## config.mk

```make
export PLATFORM = sky130hd
export DESIGN_NAME = ssimps_ctrl
export DESIGN_NICKNAME = d
export VERILOG_FILES = /design/src/rtl/ssimps_pkg.sv /design/src/rtl/ssimps_ctrl.sv
export SDC_FILE = /design/constraint.sdc
export NUM_CORES = 1
export LEC_CHECK = 0
export BUFFER_PORTS_ARGS = -buffer_cell sky130_fd_sc_hd__buf_4
export CORE_AREA = 4 4 56 58
export CTS_CLUSTER_DIAMETER = 200
export DETAILED_ROUTE_END_ITERATION = 8
export DIE_AREA = 0 0 60 62
export PLACE_DENSITY = 0.72
export SLEW_MARGIN = 5
export SYNTH_ARGS = -nofsm -noshare
export SYNTH_HDL_FRONTEND = slang
export SYNTH_SLANG_ARGS = --single-unit
```

## constraint.sdc

```tcl
create_clock -name clock -period 2.2 [get_ports clock]
set_clock_uncertainty 0.1 [all_clocks]
set_input_delay 0.22 -clock clock [delete_from_list [all_inputs] [get_ports clock]]
set_output_delay 0.22 -clock clock [all_outputs]
set_load 0.005 [all_outputs]
```

## src/rtl/ssimps_pkg.sv

```systemverilog
`timescale 1ns / 1ps
// ssimps_pkg: constants, types and helper functions shared by the plane ssim scorer
// depends on nothing; used by the controller, datapath, interfaces and top level

package ssimps_pkg;

   localparam int MAX_WIDTH   = 4096;
   localparam int MAX_HEIGHT  = 4096;
   localparam int WINDOW      = 8;
   localparam int WIN_LOG     = 3;
   localparam int NCOLS       = MAX_WIDTH / WINDOW;
   localparam int COL_AW      = $clog2(NCOLS);
   localparam int POS_W       = 12;
   localparam int DIM_W       = 13;
   localparam int DEPTH_W     = 2;
   localparam int CSR_IDX_W   = 2;
   localparam int SAMPLE_W    = 12;
   localparam int FRAC_BITS   = 16;
   localparam int SUM_W       = 18;
   localparam int SQ_W        = 30;
   localparam int PAIR_W      = 36;
   localparam int VAR_W       = 37;
   localparam int K_W         = 37;
   localparam int K9_W        = 40;
   localparam int TERM_W      = 51;
   localparam int B_W         = 53;
   localparam int HALF_W      = 26;
   localparam int PP_W        = 2 * HALF_W;
   localparam int PROD_W      = 102;
   localparam int REM_W       = PROD_W + 1;
   localparam int SCORE_W     = FRAC_BITS + 1;
   localparam int TOTAL_W     = 36;
   localparam int MAG_W       = 35;
   localparam int COUNT_W     = 19;
   localparam int MEAN_W      = 18;
   localparam int CNT_W       = 6;
   localparam int MUL_STEPS   = 4;
   localparam int DIV_STEPS   = FRAC_BITS;
   localparam int MDIV_STEPS  = MAG_W;

   localparam logic [CSR_IDX_W-1:0] REG_PLANE_WIDTH  = 2'd0;
   localparam logic [CSR_IDX_W-1:0] REG_PLANE_HEIGHT = 2'd1;
   localparam logic [CSR_IDX_W-1:0] REG_DEPTH_CLASS  = 2'd2;

   localparam logic [DEPTH_W-1:0] DEPTH_8  = 2'd0;
   localparam logic [DEPTH_W-1:0] DEPTH_10 = 2'd1;

   localparam logic [DIM_W-1:0] WIDTH_RESET  = 13'd1920;
   localparam logic [DIM_W-1:0] HEIGHT_RESET = 13'd1080;

   typedef struct packed {
      logic [SUM_W-1:0] sx;
      logic [SUM_W-1:0] sy;
      logic [SQ_W-1:0]  sxx;
      logic [SQ_W-1:0]  syy;
      logic [SQ_W-1:0]  sxy;
   } win_sums_type;

   typedef enum logic [3:0] {
      OP_NOP,
      OP_LOAD,
      OP_ACC,
      OP_SQ,
      OP_LIN,
      OP_CON,
      OP_MUL,
      OP_DIVI,
      OP_DIV,
      OP_SCORE,
      OP_MINIT,
      OP_MDIV,
      OP_OUT
   } dp_op_type;

   typedef struct packed {
      dp_op_type        op;
      logic [CNT_W-1:0] step;
   } dp_cmd_type;

   typedef struct packed {
      logic win_end;
      logic plane_end;
      logic out_free;
   } dp_status_type;

   // n^2 * L^2 for the depth class
   function automatic logic [K_W-1:0] k_of(input logic [DEPTH_W-1:0] cls);
      logic [K_W-1:0] k;
      case (cls)
         DEPTH_8:  k = 37'd266342400;
         DEPTH_10: k = 37'd4286582784;
         default:  k = 37'd68685926400;
      endcase
      return k;
   endfunction

   function automatic logic [K9_W-1:0] k9_of(input logic [DEPTH_W-1:0] cls);
      logic [K9_W-1:0] k;
      case (cls)
         DEPTH_8:  k = 40'd2397081600;
         DEPTH_10: k = 40'd38579245056;
         default:  k = 40'd618173337600;
      endcase
      return k;
   endfunction

endpackage

```

## src/rtl/ssimps_ctrl.sv

```systemverilog
`timescale 1ns / 1ps
// ssimps_ctrl: sequencer for sample accumulation, window scoring and plane mean
// depends on ssimps_pkg; drives ssimps_dp through a command struct

module ssimps_ctrl (
   input  logic                      clock,
   input  logic                      reset,
   input  logic                      req_valid,
   output logic                      req_ready,
   input  ssimps_pkg::dp_status_type status,
   output ssimps_pkg::dp_cmd_type    cmd
);

   typedef enum logic [11:0] {
      S_IDLE  = 12'b0000_0000_0001,
      S_ACC   = 12'b0000_0000_0010,
      S_SQ    = 12'b0000_0000_0100,
      S_LIN   = 12'b0000_0000_1000,
      S_CON   = 12'b0000_0001_0000,
      S_MUL   = 12'b0000_0010_0000,
      S_DIVI  = 12'b0000_0100_0000,
      S_DIV   = 12'b0000_1000_0000,
      S_SCORE = 12'b0001_0000_0000,
      S_MINIT = 12'b0010_0000_0000,
      S_MDIV  = 12'b0100_0000_0000,
      S_OUT   = 12'b1000_0000_0000
   } state_type;

   state_type state_ff, state_in;
   logic [ssimps_pkg::CNT_W-1:0] cnt_ff, cnt_in;

   always_comb begin
      state_in  = state_ff;
      cnt_in    = cnt_ff;
      cmd.op    = ssimps_pkg::OP_NOP;
      cmd.step  = cnt_ff;
      req_ready = (state_ff == S_IDLE);
      case (state_ff)
         S_IDLE: begin
            if (req_valid) begin
               cmd.op   = ssimps_pkg::OP_LOAD;
               state_in = S_ACC;
            end
         end
         S_ACC: begin
            cmd.op = ssimps_pkg::OP_ACC;
            if (status.win_end) begin
               state_in = S_SQ;
            end else if (status.plane_end) begin
               state_in = S_MINIT;
            end else begin
               state_in = S_IDLE;
            end
         end
         S_SQ: begin
            cmd.op   = ssimps_pkg::OP_SQ;
            state_in = S_LIN;
         end
         S_LIN: begin
            cmd.op   = ssimps_pkg::OP_LIN;
            state_in = S_CON;
         end
         S_CON: begin
            cmd.op   = ssimps_pkg::OP_CON;
            state_in = S_MUL;
            cnt_in   = '0;
         end
         S_MUL: begin
            cmd.op = ssimps_pkg::OP_MUL;
            if (cnt_ff == ssimps_pkg::CNT_W'(ssimps_pkg::MUL_STEPS)) begin
               state_in = S_DIVI;
               cnt_in   = '0;
            end else begin
               cnt_in = cnt_ff + 1'b1;
            end
         end
         S_DIVI: begin
            cmd.op   = ssimps_pkg::OP_DIVI;
            state_in = S_DIV;
            cnt_in   = '0;
         end
         S_DIV: begin
            cmd.op = ssimps_pkg::OP_DIV;
            if (cnt_ff == ssimps_pkg::CNT_W'(ssimps_pkg::DIV_STEPS - 1)) begin
               state_in = S_SCORE;
               cnt_in   = '0;
            end else begin
               cnt_in = cnt_ff + 1'b1;
            end
         end
         S_SCORE: begin
            cmd.op = ssimps_pkg::OP_SCORE;
            if (status.plane_end) begin
               state_in = S_MINIT;
            end else begin
               state_in = S_IDLE;
            end
         end
         S_MINIT: begin
            cmd.op   = ssimps_pkg::OP_MINIT;
            state_in = S_MDIV;
            cnt_in   = '0;
         end
         S_MDIV: begin
            cmd.op = ssimps_pkg::OP_MDIV;
            if (cnt_ff == ssimps_pkg::CNT_W'(ssimps_pkg::MDIV_STEPS - 1)) begin
               state_in = S_OUT;
               cnt_in   = '0;
            end else begin
               cnt_in = cnt_ff + 1'b1;
            end
         end
         S_OUT: begin
            if (status.out_free) begin
               cmd.op   = ssimps_pkg::OP_OUT;
               state_in = S_IDLE;
            end
         end
         default: begin
            state_in = S_IDLE;
            cnt_in   = '0;
         end
      endcase
   end

   always_ff @(posedge clock) begin
      if (reset) begin
         state_ff <= S_IDLE;
         cnt_ff   <= '0;
      end else begin
         state_ff <= state_in;
         cnt_ff   <= cnt_in;
      end
   end

endmodule

```

==> metrics.txt <==
Async S/R FF share, synth 0; final setup margin -0.286 ns; Placed Area 1580 sq um; Hold Fails Final Rpt 0; worst hold path class in2reg; syn_area_per_cell 8.20 sq um; DR WL/cell 19.0 microns; yosys warns 0; grt total ovfl 0; I/O pins 17; DP HPWL 2.88 mm; cell count after synthesis 157; crit path DAT 2.17 ns; largest area contributor in the netlist dfxtp_1; final instance area 1920 sq um; vias in the first global route 1471; Num CTS Buffers 3; Root Buffer clkbuf_4; Die Area 3720 sq um; clk_lat worst skew 0.30 ns; final cycle utilization of the critical path 1.13; Leak 0.842 nW; Post-synth EDFFs 0; crit end category primary output; fill count 203; Worst Tran Pin Value 0.529 ns; Sink Count 18; Final ANT Viol Nets 0; Unique masters post-synth 51; VDD IR max 0.415 mV; first-pass GRT wire length 6.73 mm; num rows 19; final setup fails 12; share of layout cells above drive strength 1 0.517; htree depth 1; Synth Register Bits 18; First-pass DRT Iterations 6; DRC marker count from the first detailed-route iteration 107; failing checks negative setup slack; Required @ worst endpoint 1.88 ns; nets 218; max-slew violation count 0; clk slew on worst S/H paths 0.10 ns; placer congestion estimate 0.924; drt total wl 4.52 mm; Synth Cell Area 1290 sq um; largest cells by area after synthesis dfxtp_1 28%, nor2_1 4.4%, nor4_1 3.4%, nor4_4 3.3%, ha_1 2.9%; hold-fix buffers at CTS 0; Core Region 2660 sq um; largest net degree at the start of global routing 11; RSZ-0062 raised after global routing true; main flop type after synthesis dfxtp_1; Layout area overhead 49.0%; syn nets 166; Initial Util 0.484; initial antenna violation count 0; DRC Markers 0; outcome finished with violations; Slew Limit Headroom 0.647; CTS tree built; die width 60 microns; minimum clock period 2.49 ns; count of input and output buffers 16; drt via density 6.24; Core Util, Final 0.720; Setup CP Type reg2out; Die H 62 microns; CP Max Fanout 3; Pwr per Cell Area 445 nW/um^2; Vias 1486; Seq/Total Area, Yosys 0.280; max-cap violation count 0; Bufs on Longest Clock Path 2; fmax 0.402 GHz; Total GRT Usage 0.243; type of origin of the critical path flip-flop; top-area cell type share of the netlist area 0.280; ANT cells 0
what timing repair did:
action                     CTS  global route
gates cloned                 0             0
setup endpoints to repair   14            19
resized for setup           17            29
buffers inserted             9             8
pin swaps                   13            21
layout by cell type, fill, tap and decap left out, types with 2 or more instances in the layout:
cell type  count
clkbuf_4       3
nor2_1        15
nor2b_1        5
and2_1         4
ha_1           2
nor3_1         2
a21oi_1        3
buf_6          4
inv_1          6
dfxtp_2        7
nand4_1        2
nor3_4         3
buf_4         53
nand3_1        4
nand2_1       10
or3_1          2
xnor2_1        2
or4b_2         2
o21ai_0        6
nor4_4         2
a41oi_1        2
or4_4          5
nor4_2         2
and3_1         4
a21oi_2        4
dfxtp_1       10
and4_1         2
nor4_1         5
xor2_1         2
nand3b_1       2
synth_stat cells, types with 3 or more instances:
master    number
nor3_1         6
nor2_1        15
nor2b_1        5
or3_1          3
nor4_1         7
nand3_1        4
dfxtp_1       18
and3_1         5
inv_1          6
ha_1           3
or4_1          3
and2_1         5
buf_6          3
a21oi_1        7
nand2_1       10
clkbuf_1       3
o21ai_0        6
o22ai_1        3
kinds of logic after synthesis:
group,after synthesis,share of synthesized area
fa+ha+maj,3,0.0292
xor+xnor,4,0.0272
simple gates,81,0.387
compound gates,33,0.191
flops,18,0.280
buf+inv,16,0.0690
mux,2,0.0165
flip-flops by register name, indices dropped and copies added (netlist names):
register	cells
state_ff	12
cnt_ff	6
critical path: stages, from the launching register on:
cell      delay, ns
dfxtp_4        0.37
or4_4          0.52
or4_4          0.51
nor3_2         0.24
a221oi_2       0.05
nand2_1        0.08
buf_4          0.10
layer usage:
| metal | track usage | share of wire |
|---|---|---|
| met5 | 0 | 0 |
| met4 | 0.114 | 0.044 |
| met3 | 0.0413 | 0.044 |
| met2 | 0.443 | 0.52 |
| met1 | 0.275 | 0.39 |
through the flow:
stage                     worst slack, ns  setup TNS (ns)  hold slack [ns]  power [mW]  std cells
after floorplan                    0.0130               0            0.266       0.506        157
after global placement            -0.0153         -0.0214            0.371       0.582        220
after detailed placement           -0.105          -0.339            0.374       0.592        220
after CTS                          -0.244          -0.603           0.0675       0.796        231
after global routing               -0.343           -2.33           0.0623       0.897        238
final                              -0.286           -1.12           0.0666       0.853        238
report_power, final:
group          internal [mW]  switching [mW]
logic                  0.177           0.162
registers              0.338          0.0105
clock network         0.0638           0.102
total                  0.579           0.274
final timing paths:
check                                  from          end  slack (ns)  cells after the start
worst max-delay path            state_ff[1]       cmd[6]       -0.29                      6
worst max register to register  state_ff[8]    cnt_ff[3]       -0.08                      8
worst min-delay path                  reset    cnt_ff[1]        0.07                      2
worst min register to register  state_ff[2]  state_ff[3]        0.46                      2
layout make-up:
type | instances | area (sq um) | share of cell area
Sequential cell | 18 | 373 | 0.194
Inverter | 6 | 22.5 | 0.0117
Timing Repair Buffer | 57 | 443 | 0.231
Clock buffer | 3 | 22.5 | 0.0117
Tap cell | 31 | 38.8 | 0.0202
Multi-Input combinational cell | 123 | 1020 | 0.531
Power figures use the tool's default switching activity.
